### src/rtl/avclp_pkg.sv
`default_nettype none
package avclp_pkg;

  // Default store depths
  localparam int SPS_BYTES_DEF = 32;
  localparam int PPS_BYTES_DEF = 16;

  // Unit header constants
  localparam logic [4:0] TYPE_MASK   = 5'h1f;
  localparam logic [4:0] IDR_TYPE    = 5'd5;
  localparam logic [7:0] SC_LAST     = 8'h01;
  localparam logic [7:0] SC_ZERO     = 8'h00;
  localparam logic [1:0] SC_LAST_IDX = 2'd3;

  // Request action codes
  localparam logic [1:0] ACT_SAMPLE = 2'd0;
  localparam logic [1:0] ACT_SPS    = 2'd1;
  localparam logic [1:0] ACT_PPS    = 2'd2;
  localparam logic [1:0] ACT_UNUSED = 2'd3;

  typedef enum logic [1:0] {
    PH_PREFIX = 2'd0,
    PH_FIRST  = 2'd1,
    PH_BODY   = 2'd2
  } phase_t;

  typedef enum logic [2:0] {
    ST_IDLE,
    ST_SC_SPS,
    ST_SPS,
    ST_SC_PPS,
    ST_PPS,
    ST_SC_UNIT,
    ST_DATA,
    ST_TRUNC
  } seq_state_t;

  typedef enum logic [1:0] {
    SRC_CONST,
    SRC_SPS,
    SRC_PPS
  } out_src_t;

  typedef struct packed {
    logic [1:0] action;
    logic [7:0] data_byte;
    logic       restart;
    logic       last_of_sample;
  } in_item_t;

  typedef struct packed {
    logic [7:0] out_byte;
    logic       run_last;
    logic       truncated;
  } out_item_t;

endpackage
`default_nettype wire

### src/rtl/avc_length_prefix_to_start_code_top.sv
// A request's first result passes the sequencer state register, then the output register.
// Throughput: one result per cycle from a single output sequencer, held by out_stall;
// a request holds the input until its last result, so prefix, load and in-unit bytes run at
// one per cycle. An IDR's first byte follows start-coded SPS and PPS, one read per byte.
// Reset: parse state, counts and sequencer cleared, length size set to four bytes;
// the SPS and PPS stores are not cleared and hold undefined data until loaded.
`default_nettype none
module avc_length_prefix_to_start_code_top
  import avclp_pkg::*;
#(
  parameter int SPS_BYTES = SPS_BYTES_DEF,
  parameter int PPS_BYTES = PPS_BYTES_DEF
) (
  input  wire logic      clk,
  input  wire logic      rst_n,
  input  wire logic      in_valid,
  output logic           in_stall,
  input  wire in_item_t  in_item,
  output logic           out_valid,
  input  wire logic      out_stall,
  output out_item_t      out_item,
  input  wire logic      cfg_wr_en,
  input  wire logic      cfg_wr_data
);

  localparam int SAW = $clog2(SPS_BYTES);
  localparam int PAW = $clog2(PPS_BYTES);
  localparam int SCW = $clog2(SPS_BYTES + 1);
  localparam int PCW = $clog2(PPS_BYTES + 1);

  // Parameter set stores
  logic [7:0] sps_mem [SPS_BYTES];
  logic [7:0] pps_mem [PPS_BYTES];

  // Parse state
  logic           four_byte_r;
  phase_t         phase_r, phase_nxt;
  logic [1:0]     prefix_cnt_r, prefix_cnt_nxt;
  logic [31:0]    gather_r, gather_nxt;
  logic [31:0]    remain_r, remain_nxt;
  logic [SCW-1:0] sps_cnt_r, sps_cnt_nxt;
  logic [PCW-1:0] pps_cnt_r, pps_cnt_nxt;

  // Sequencer state and plan
  seq_state_t     st_r, st_nxt, plan_st;
  logic [1:0]     sc_idx_r, sc_idx_nxt;
  logic [SAW-1:0] sps_idx_r, sps_idx_nxt;
  logic [PAW-1:0] pps_idx_r, pps_idx_nxt;
  logic [7:0]     byte_r;
  logic           has_data_r, trunc_r;

  // Output stage
  logic           out_valid_r;
  out_src_t       out_src_r;
  logic [7:0]     out_const_r;
  logic           out_last_r, out_trunc_r;
  logic [7:0]     sps_rd_r, pps_rd_r;

  // Handshake and plan decode
  logic           out_free, accept, ready, fin;
  logic           plan_data, plan_trunc, unit_sc, idr;
  logic           sps_we, pps_we;
  logic [SAW-1:0] sps_wa;
  logic [PAW-1:0] pps_wa;
  logic [SCW-1:0] sps_base;
  logic [PCW-1:0] pps_base;
  logic [2:0]     got, need;
  logic [31:0]    shifted, remain_dec;
  out_src_t       emit_src;
  logic [7:0]     emit_const;
  logic           emit_trunc;

  assign out_free = !out_valid_r || !out_stall;

  // Final result of the current request
  always_comb begin
    case (st_r)
      ST_SC_UNIT: fin = (sc_idx_r == SC_LAST_IDX) && !has_data_r && !trunc_r;
      ST_DATA:    fin = !trunc_r;
      ST_TRUNC:   fin = 1'b1;
      default:    fin = 1'b0;
    endcase
  end

  assign ready    = (st_r == ST_IDLE) || (fin && out_free);
  assign in_stall = !ready;
  assign accept   = in_valid && ready;

  // Parse the accepted request, update stores and build the emit plan
  always_comb begin
    phase_nxt      = phase_r;
    prefix_cnt_nxt = prefix_cnt_r;
    gather_nxt     = gather_r;
    remain_nxt     = remain_r;
    sps_cnt_nxt    = sps_cnt_r;
    pps_cnt_nxt    = pps_cnt_r;
    sps_we         = 1'b0;
    pps_we         = 1'b0;
    sps_base       = in_item.restart ? '0 : sps_cnt_r;
    pps_base       = in_item.restart ? '0 : pps_cnt_r;
    sps_wa         = sps_base[SAW-1:0];
    pps_wa         = pps_base[PAW-1:0];
    got            = {1'b0, prefix_cnt_r} + 3'd1;
    need           = four_byte_r ? 3'd4 : 3'd2;
    shifted        = {gather_r[23:0], in_item.data_byte};
    remain_dec     = remain_r - 32'd1;
    plan_data      = 1'b0;
    plan_trunc     = 1'b0;
    unit_sc        = 1'b0;
    idr            = 1'b0;
    plan_st        = ST_IDLE;
    if (accept) begin
      case (in_item.action)
        ACT_SPS: begin
          sps_cnt_nxt = sps_base;
          if (sps_base < SCW'(SPS_BYTES)) begin
            sps_we      = 1'b1;
            sps_cnt_nxt = sps_base + 1'b1;
          end
        end
        ACT_PPS: begin
          pps_cnt_nxt = pps_base;
          if (pps_base < PCW'(PPS_BYTES)) begin
            pps_we      = 1'b1;
            pps_cnt_nxt = pps_base + 1'b1;
          end
        end
        ACT_SAMPLE: begin
          case (phase_r)
            PH_PREFIX: begin
              if (got >= need) begin
                prefix_cnt_nxt = '0;
                gather_nxt     = '0;
                if (shifted == 32'd0) begin
                  unit_sc = 1'b1;
                end else begin
                  remain_nxt = shifted;
                  phase_nxt  = PH_FIRST;
                end
              end else begin
                prefix_cnt_nxt = got[1:0];
                gather_nxt     = shifted;
              end
            end
            PH_FIRST: begin
              unit_sc    = 1'b1;
              idr        = (in_item.data_byte[4:0] & TYPE_MASK) == IDR_TYPE;
              plan_data  = 1'b1;
              remain_nxt = remain_dec;
              phase_nxt  = (remain_dec == 32'd0) ? PH_PREFIX : PH_BODY;
            end
            default: begin
              plan_data  = 1'b1;
              remain_nxt = remain_dec;
              phase_nxt  = (remain_dec == 32'd0) ? PH_PREFIX : PH_BODY;
            end
          endcase
          // End of sample: flag an unfinished prefix or unit, then drop parse state
          if (in_item.last_of_sample) begin
            plan_trunc     = (phase_nxt != PH_PREFIX) || (prefix_cnt_nxt != 2'd0);
            phase_nxt      = PH_PREFIX;
            prefix_cnt_nxt = '0;
            gather_nxt     = '0;
            remain_nxt     = '0;
          end
          if (idr) begin
            plan_st = ST_SC_SPS;
          end else if (unit_sc) begin
            plan_st = ST_SC_UNIT;
          end else if (plan_data) begin
            plan_st = ST_DATA;
          end else if (plan_trunc) begin
            plan_st = ST_TRUNC;
          end else begin
            plan_st = ST_IDLE;
          end
        end
        default: ;
      endcase
    end
  end

  // Sequencer next state
  always_comb begin
    st_nxt      = st_r;
    sc_idx_nxt  = sc_idx_r;
    sps_idx_nxt = sps_idx_r;
    pps_idx_nxt = pps_idx_r;
    if (out_free) begin
      case (st_r)
        ST_SC_SPS: begin
          if (sc_idx_r == SC_LAST_IDX) begin
            sc_idx_nxt = '0;
            st_nxt     = (sps_cnt_r != '0) ? ST_SPS : ST_SC_PPS;
          end else begin
            sc_idx_nxt = sc_idx_r + 2'd1;
          end
        end
        ST_SPS: begin
          if (SCW'(sps_idx_r) + 1'b1 == sps_cnt_r) begin
            sps_idx_nxt = '0;
            st_nxt      = ST_SC_PPS;
          end else begin
            sps_idx_nxt = sps_idx_r + 1'b1;
          end
        end
        ST_SC_PPS: begin
          if (sc_idx_r == SC_LAST_IDX) begin
            sc_idx_nxt = '0;
            st_nxt     = (pps_cnt_r != '0) ? ST_PPS : ST_SC_UNIT;
          end else begin
            sc_idx_nxt = sc_idx_r + 2'd1;
          end
        end
        ST_PPS: begin
          if (PCW'(pps_idx_r) + 1'b1 == pps_cnt_r) begin
            pps_idx_nxt = '0;
            st_nxt      = ST_SC_UNIT;
          end else begin
            pps_idx_nxt = pps_idx_r + 1'b1;
          end
        end
        ST_SC_UNIT: begin
          if (sc_idx_r == SC_LAST_IDX) begin
            sc_idx_nxt = '0;
            if (has_data_r) begin
              st_nxt = ST_DATA;
            end else if (trunc_r) begin
              st_nxt = ST_TRUNC;
            end else begin
              st_nxt = ST_IDLE;
            end
          end else begin
            sc_idx_nxt = sc_idx_r + 2'd1;
          end
        end
        ST_DATA:  st_nxt = trunc_r ? ST_TRUNC : ST_IDLE;
        ST_TRUNC: st_nxt = ST_IDLE;
        default:  st_nxt = ST_IDLE;
      endcase
    end
    if (accept) begin
      st_nxt = plan_st;
    end
  end

  // Sequencer outputs
  always_comb begin
    emit_src   = SRC_CONST;
    emit_const = SC_ZERO;
    emit_trunc = 1'b0;
    case (st_r)
      ST_SC_SPS, ST_SC_PPS, ST_SC_UNIT: begin
        emit_const = (sc_idx_r == SC_LAST_IDX) ? SC_LAST : SC_ZERO;
      end
      ST_SPS:   emit_src   = SRC_SPS;
      ST_PPS:   emit_src   = SRC_PPS;
      ST_DATA:  emit_const = byte_r;
      ST_TRUNC: emit_trunc = 1'b1;
      default:  ;
    endcase
  end

  // Control registers
  always_ff @(posedge clk) begin
    if (!rst_n) begin
      four_byte_r  <= 1'b1;
      phase_r      <= PH_PREFIX;
      prefix_cnt_r <= '0;
      gather_r     <= '0;
      remain_r     <= '0;
      sps_cnt_r    <= '0;
      pps_cnt_r    <= '0;
      st_r         <= ST_IDLE;
      sc_idx_r     <= '0;
      sps_idx_r    <= '0;
      pps_idx_r    <= '0;
      has_data_r   <= 1'b0;
      trunc_r      <= 1'b0;
      out_valid_r  <= 1'b0;
    end else begin
      if (cfg_wr_en) begin
        four_byte_r <= cfg_wr_data;
      end
      phase_r      <= phase_nxt;
      prefix_cnt_r <= prefix_cnt_nxt;
      gather_r     <= gather_nxt;
      remain_r     <= remain_nxt;
      sps_cnt_r    <= sps_cnt_nxt;
      pps_cnt_r    <= pps_cnt_nxt;
      st_r         <= st_nxt;
      sc_idx_r     <= sc_idx_nxt;
      sps_idx_r    <= sps_idx_nxt;
      pps_idx_r    <= pps_idx_nxt;
      if (accept) begin
        has_data_r <= plan_data;
        trunc_r    <= plan_trunc;
      end
      if (out_free) begin
        out_valid_r <= (st_r != ST_IDLE);
      end
    end
  end

  // Hold the sample byte of the current request
  always_ff @(posedge clk) begin
    if (accept) begin
      byte_r <= in_item.data_byte;
    end
  end

  // Store writes on load requests
  always_ff @(posedge clk) begin
    if (sps_we) begin
      sps_mem[sps_wa] <= in_item.data_byte;
    end
    if (pps_we) begin
      pps_mem[pps_wa] <= in_item.data_byte;
    end
  end

  // Store reads and output payload, advance when the output is free
  always_ff @(posedge clk) begin
    if (out_free) begin
      if (st_r == ST_SPS) begin
        sps_rd_r <= sps_mem[sps_idx_r];
      end
      if (st_r == ST_PPS) begin
        pps_rd_r <= pps_mem[pps_idx_r];
      end
      out_src_r   <= emit_src;
      out_const_r <= emit_const;
      out_last_r  <= fin;
      out_trunc_r <= emit_trunc;
    end
  end

  // Select the result byte
  always_comb begin
    case (out_src_r)
      SRC_SPS: out_item.out_byte = sps_rd_r;
      SRC_PPS: out_item.out_byte = pps_rd_r;
      default: out_item.out_byte = out_const_r;
    endcase
  end

  assign out_item.run_last  = out_last_r;
  assign out_item.truncated = out_trunc_r;
  assign out_valid          = out_valid_r;

endmodule
`default_nettype wire
### config.mk
export PLATFORM = sky130hd
export DESIGN_NAME = avc_length_prefix_to_start_code_top
export DESIGN_NICKNAME = d
export VERILOG_FILES = /design/src/rtl/avclp_pkg.sv /design/src/rtl/avc_length_prefix_to_start_code_top.sv
export SDC_FILE = /design/constraint.sdc
export NUM_CORES = 1
export LEC_CHECK = 0
export BUFFER_PORTS_ARGS = -buffer_cell sky130_fd_sc_hd__buf_4
export CAP_MARGIN = 20
export CORE_MARGIN = 2
export CORE_UTILIZATION = 59
export DETAILED_ROUTE_END_ITERATION = 12
export HOLD_SLACK_MARGIN = 0.12
export PLACE_DENSITY = 0.75
export SLEW_MARGIN = 15
export SYNTH_ARGS = -nofsm -noshare
export SYNTH_HDL_FRONTEND = slang
export SYNTH_SLANG_ARGS = --single-unit
### constraint.sdc
create_clock -name clk -period 3.9 [get_ports clk]
set_clock_uncertainty 0.1 [all_clocks]
set_input_delay 0.585 -clock clk [delete_from_list [all_inputs] [get_ports clk]]
set_output_delay 0.585 -clock clk [all_outputs]
set_load 0.05 [all_outputs]
==> results of run 1 <==
## through the flow
step | power (mW) | utilization, % | std cells | instance area (µm²) | hold slack, ns
6_report | 13.4 | 67.8 | 1982 | 24200 | 0.141
5_1_grt | 13.8 | 67.8 | 1982 | 24200 | 0.140
4_1_cts | 13.4 | 67.7 | 1982 | 24200 | 0.121
3_5_place_dp | 8.29 | 62.7 | 1890 | 22400 | 0.369
3_3_place_gp | 8.25 | 62.7 | 1890 | 22400 | 0.356
2_1_floorplan | 7.67 | - | 1424 | 21400 | 0.345
## cell families after synthesis
kind of cell / count (synthesis)
compound gates: 221
xor+xnor: 23
fa+ha+maj: 17
buf+inv: 109
flops: 509
mux: 126
simple gates: 419
## registers in the layout (all words and copies together), names as in the netlist, 4 cells and up
signal,count
pps_idx_r,4
byte_r,8
pps_mem,128
sps_cnt_r,6
pps_cnt_r,5
gather_r,24
out_const_r,8
pps_rd_r,8
remain_r,32
sps_rd_r,8
sps_mem,256
sps_idx_r,5
## layout make-up
cell class                 instances  area [µm²]
tap                              461         577
clock inverter                    25         379
fill                            2339       11500
clock buffer                      66        1410
inverter                          27         101
multi-input combinational        806        6620
timing repair buffer              88         676
sequential                       509       14400
## power groups by stage
| stage | clock [mW] | combinational (mW) | sequential [mW] |
|---|---|---|---|
| floorplan | 0 | 1.44 | 6.23 |
| global placement | 0 | 1.94 | 6.31 |
| detailed placement | 0 | 1.97 | 6.32 |
| CTS | 5.23 | 1.99 | 6.21 |
| global route | 5.45 | 2.13 | 6.23 |
| finish | 5.18 | 1.98 | 6.21 |
## worst max-delay path, cell delays in order (launching register included)
cell      delay [ns]
dfxtp_1         0.36
ha_1            0.25
nor4bb_1        0.44
o311a_1         0.29
o21ai_1         0.20
nor3b_2         0.35
o21ai_1         0.26
nor4b_2         0.42
and2_1          0.49
## worst min path at each step
stage	start	to	cells after the start	slack [ns]
detailed placement	gather_r[18]	gather_r[18]	2	0.37
floorplan	gather_r[21]	gather_r[21]	2	0.34
CTS	cfg_wr_en	four_byte_r	3	0.12
finish	cfg_wr_en	four_byte_r	3	0.14
global route	cfg_wr_en	four_byte_r	3	0.14
global placement	gather_r[21]	gather_r[21]	2	0.36
## synthesized netlist by cell type, drive strengths merged, types with 13 or more instances
library cell,count
dfxtp,89
nor2,107
nand3,51
and3,14
mux4,120
nor4,17
buf,17
a22oi,22
inv,26
ha,16
nor3,30
o21ai,51
edfxtp,420
nand2,125
clkbuf,65
a21oi,77
and2,13
## per-layer routing
| metal | vias to the layer above | share of wire, % | global-route usage, % |
|---|---|---|---|
| met1 | 6584 | 40 | 38.0 |
| met4 | 0 | 3.1 | 8.72 |
| met5 | - | 0 | 0 |
| met2 | 655 | 50 | 45.2 |
| met3 | 106 | 7.4 | 4.08 |
| li1 | 5704 | - | - |
## what timing repair did
| item | in CTS | in global routing |
|---|---|---|
| hold endpoints to repair | 1 | 0 |
| gates resized for setup | 0 | 2 |
| setup endpoints to repair | 0 | 32 |
| hold buffers | 1 | 0 |
==> flow_summary.json, run 1 <==
{
  "place_worst_setup_slack_ns": 0.162,
  "seq_power_share_pct": 46.4,
  "finalSetupViolations": 0,
  "cp_max_fo": 8,
  "cts_num_sinks": 509,
  "coreArea_mm2": 0.0357,
  "grt_overflow_total": 0,
  "layout_common_cells": "edfxtp_1 (420), nand2_1 (125), mux4_2 (120)",
  "synth_compound_area_share_pct": 6.47,
  "dieArea_mm2": 0.0378,
  "grt_pass1_vias": 12800,
  "yosys.area_share.xor_xnor_pct": 0.941,
  "final_common_cell": "edfxtp_1",
  "r2r_slack_ns": 0.37,
  "cts_tree": "built",
  "clockBufferDepth": 3,
  "first_iter_violations": 1591,
  "nets": 1518,
  "crit_start": "sc_idx_r[0]",
  "synthSimpleGateAreaFrac_pct": 9.45,
  "hold_viol_final": 0,
  "yosysTopAreaCellShare_pct": 58.9,
  "grt_antenna_before_repair": 0,
  "start_util_pct": 60.1,
  "crit_arrival_ns": 3.64,
  "die_h_um": 195,
  "wirelength_um": 50700,
  "setup.worst_path.end": "pps_mem[9][2]",
  "slew_headroom_pct": 25.1,
  "vias": 13000,
  "grt_pass1_wl_um": 78400,
  "crit_type": "flop to flop",
  "rsz0062_at_grt": "false",
  "fin_ws_ns": 0.369,
  "max_freq_mhz": 283,
  "switching_share_pct": 25.1,
  "cts_buffers": 51,
  "max_slew.worst_pin.slew_ns": 1.12,
  "place.gp.congestion": 0.928,
  "ys_seq_area_share_pct": 67.2,
  "clkPwrFrac_pct": 38.8,
  "synth_largest_area_cell": "edfxtp_1",
  "cts_root_buffer": "clkbuf_16",
  "drc_errors": 0,
  "synth_cells": 1424,
  "cp-end-kind": "flop",
  "synth_area_leaders": "edfxtp_1 (59%), mux4_2 (13%), dfxtp_1 (8.3%)",
  "via_per_inst": 6.58,
  "synth_top_family_by_area": "multiplexers",
  "synth.avg_cell_area_um2": 15.0,
  "worstRegToRegCells": 8,
  "dpl.hpwl_um": 30900,
  "cap_violations": 0,
  "io_pins": 30,
  "cts_max_level": 2,
  "area_growth_pct": 12.8,
  "track_usage_pct": 27.3,
  "wl_per_cell_um": 25.6,
  "synth_warnings": 0,
  "power_density_mw_per_mm2": 553,
  "timing.rr.start": "sc_idx_r[0]",
  "cp-start-kind": "flop",
  "synth.distinct_cells": 77,
  "drive_gt1_share_pct": 20.6,
  "synth_edf_count": 420,
  "die_w_um": 195,
  "synth_fa_ha_area_share_pct": 1.03,
  "status": "complete, no violations",
  "cts_setup_buffers": 0,
  "cts.clk_slew.worst_paths_ns": 0.06,
  "hold_class": "input port to flop",
  "tns_ns": 0,
  "synth_ff_type": "edfxtp_1",
  "r2r-end": "pps_mem[9][2]",
  "grt_max_degree": 64,
  "portBuffers": 29,
  "synth_nets": 1459,
  "leakage_nw": 7.90,
  "pwr-share-comb_pct": 14.8,
  "async_flop_share_pct": 0,
  "synthesis.area_mm2": 0.0214,
  "synth.area.mux_share_pct": 12.9,
  "crit_required_ns": 4.01,
  "power.internal_mw": 10.0,
  "fin_crit_sh_pct": 90.5,
  "slew_violations": 0,
  "irDropWorstVdd_uv": 402,
  "rows": 69,
  "drtAntennaViolNets": 0,
  "antenna_cells": 0,
  "ys_seq_elements": 509,
  "switching_power_mw": 3.36,
  "min_period_ns": 3.53,
  "first_pass_iters": 7,
  "clock_latency_ns": 0.58
}
No activity file was read; power rests on OpenSTA's default activity.
==> run 2, diff against run 1 <==
--- a/config.mk
+++ b/config.mk
@@ -11,7 +11,8 @@
 export CORE_UTILIZATION = 59
 export DETAILED_ROUTE_END_ITERATION = 12
 export HOLD_SLACK_MARGIN = 0.12
-export PLACE_DENSITY = 0.75
+export MAX_ROUTING_LAYER = met4
+export PLACE_DENSITY = 0.86
 export SLEW_MARGIN = 15
 export SYNTH_ARGS = -nofsm -noshare
 export SYNTH_HDL_FRONTEND = slang
==> flow_summary.json, run 2 (synthesized netlist as in run 1, its figures left out) <==
{
  "status": "complete, no violations",
  "io_pins": 30,
  "grt_overflow_total": 0,
  "cp-start-kind": "flop",
  "drtAntennaViolNets": 0,
  "antenna_cells": 0,
  "dr_wl_met3_um": 4140,
  "hold_viol_final": 0,
  "cp_max_fo": 8,
  "cts_root_buffer": "clkbuf_16",
  "cts_tree": "built",
  "first_pass_iters": 7,
  "portBuffers": 29,
  "placed_area_mm2": 0.0223,
  "tns_ns": 0,
  "crit_type": "flop to flop",
  "fin_crit_sh_pct": 90.0,
  "start_util_pct": 60.1,
  "irDropWorstVdd_uv": 390,
  "dieArea_mm2": 0.0378,
  "dr_wl_met2_um": 25900,
  "power.internal_mw": 9.54,
  "layout_common_cells": "edfxtp_1 (420), nand2_1 (125), mux4_2 (120)",
  "top_regs": "sps_mem: 256 flops, pps_mem: 128 flops, remain_r: 32 flops",
  "grt_pass1_vias": 13000,
  "slew_violations": 0,
  "finalSetupViolations": 0,
  "largest_reg_flops": 256,
  "crit_required_ns": 4.00,
  "cts.clk_slew.worst_paths_ns": 0.06,
  "drc_errors": 0,
  "cp-end-kind": "flop",
  "drt-met1-wl_um": 19700,
  "pwr-share-comb_pct": 15.5,
  "cts_num_sinks": 509,
  "highest_layer": "met4",
  "die_w_um": 195,
  "clkPwrFrac_pct": 36.5,
  "leakage_nw": 7.79,
  "fillers": 2229,
  "cts_max_level": 2,
  "min_period_ns": 3.51,
  "seq_power_share_pct": 48.0,
  "ctsHoldBuffers": 0,
  "power_density_mw_per_mm2": 540,
  "largest_register": "sps_mem",
  "wirelength_um": 51500,
  "die_h_um": 195,
  "final_common_cell": "edfxtp_1",
  "slew_headroom_pct": 40.9,
  "clock_latency_ns": 0.59,
  "hold_class": "input port to flop",
  "drive_gt1_share_pct": 19.9,
  "track_usage_pct": 28.5,
  "max_freq_mhz": 285,
  "vias": 13400,
  "crit_arrival_ns": 3.61,
  "switching_power_mw": 3.38,
  "fin_area_mm2": 0.0239,
  "cts_setup_buffers": 0,
  "grt_pass1_wl_um": 79200,
  "max_slew.worst_pin.slew_ns": 0.885,
  "cap_violations": 0,
  "dpl.hpwl_um": 31300,
  "place.gp.congestion": 0.953,
  "switching_share_pct": 26.1,
  "clockBufferDepth": 3,
  "grt_antenna_before_repair": 0,
  "coreArea_mm2": 0.0357,
  "rsz0062_at_grt": "false",
  "rows": 69,
  "cts_buffers": 49,
  "area_growth_pct": 11.8,
  "nets": 1513,
  "via_per_inst": 6.76,
  "wl_per_cell_um": 26.0,
  "grt_max_degree": 64,
  "first_iter_violations": 2150
}
run 2: cell count changes in the layout (fill, tap and decap cells not counted), sizes merged:
| cell | change |
|---|---|
| clkbuf | -2 |
| clkinv | +8 |
| buf | -2 |
| bufinv | -5 |
| dlygate4sd3 | -1 |
run 2: power groups by stage:
stage               logic [mW]  registers, mW  clock network, mW
detailed placement        1.97           6.32                  0
global placement          1.93           6.31                  0
global route              2.13           6.22               4.95
floorplan                 1.44           6.23                  0
finish                    2.00           6.21               4.71
CTS                       2.00           6.20               4.75
run 2: layer usage:
| layer | vias to the layer above | global-route usage (%) |
|---|---|---|
| met4 | 0 | 9.60 |
| met3 | 132 | 4.03 |
| met1 | 6739 | 37.5 |
| li1 | 5696 | - |
| met5 | - | - |
| met2 | 826 | 46.2 |
run 2: layout make-up:
type                            count  area, µm²  share of cell area [%]
Clock buffer                       64       1330                    5.57
Clock inverter                     28        264                    1.10
Inverter                           27        101                   0.423
Multi-Input combinational cell    806       6620                    27.6
Sequential cell                   509      14400                    60.1
Tap cell                          461        577                    2.41
Timing Repair Buffer               85        651                    2.72
run 2: per-stage QoR:
step | setup WS, ns | total power [mW] | utilization [%] | std cells | hold WS, ns
final | 0.389 | 12.9 | 67.2 | 1980 | 0.134
after floorplan | 0.552 | 7.67 | - | 1424 | 0.345
after global placement | 0.415 | 8.24 | 62.6 | 1888 | 0.359
after CTS | 0.198 | 12.9 | 67.1 | 1980 | 0.122
after global routing | 0.152 | 13.3 | 67.2 | 1980 | 0.149
after detailed placement | 0.234 | 8.29 | 62.6 | 1888 | 0.370
run 2: critical path: stages, from the launching register on:
cell	delay, ns
dfxtp_1	0.36
ha_1	0.24
nor4bb_1	0.41
o311a_1	0.27
o21ai_1	0.18
a2111oi_2	0.26
buf_4	0.20
nand2_1	0.33
nor2_1	0.78
run 2: worst paths after layout:
check	start	endpoint	slack (ns)	depth (start not counted)
worst min register to register	gather_r[20]	gather_r[20]	0.38	2
worst max-delay path	sc_idx_r[0]	sps_mem[7][5]	0.39	8
worst min-delay path	cfg_wr_data	four_byte_r	0.13	3
worst max register to register	sc_idx_r[0]	sps_mem[7][5]	0.39	8
run 2: repair_timing:
action                     CTS  global route
setup endpoints to repair    0           112
hold endpoints to repair     0             0
gates resized for setup      0             2
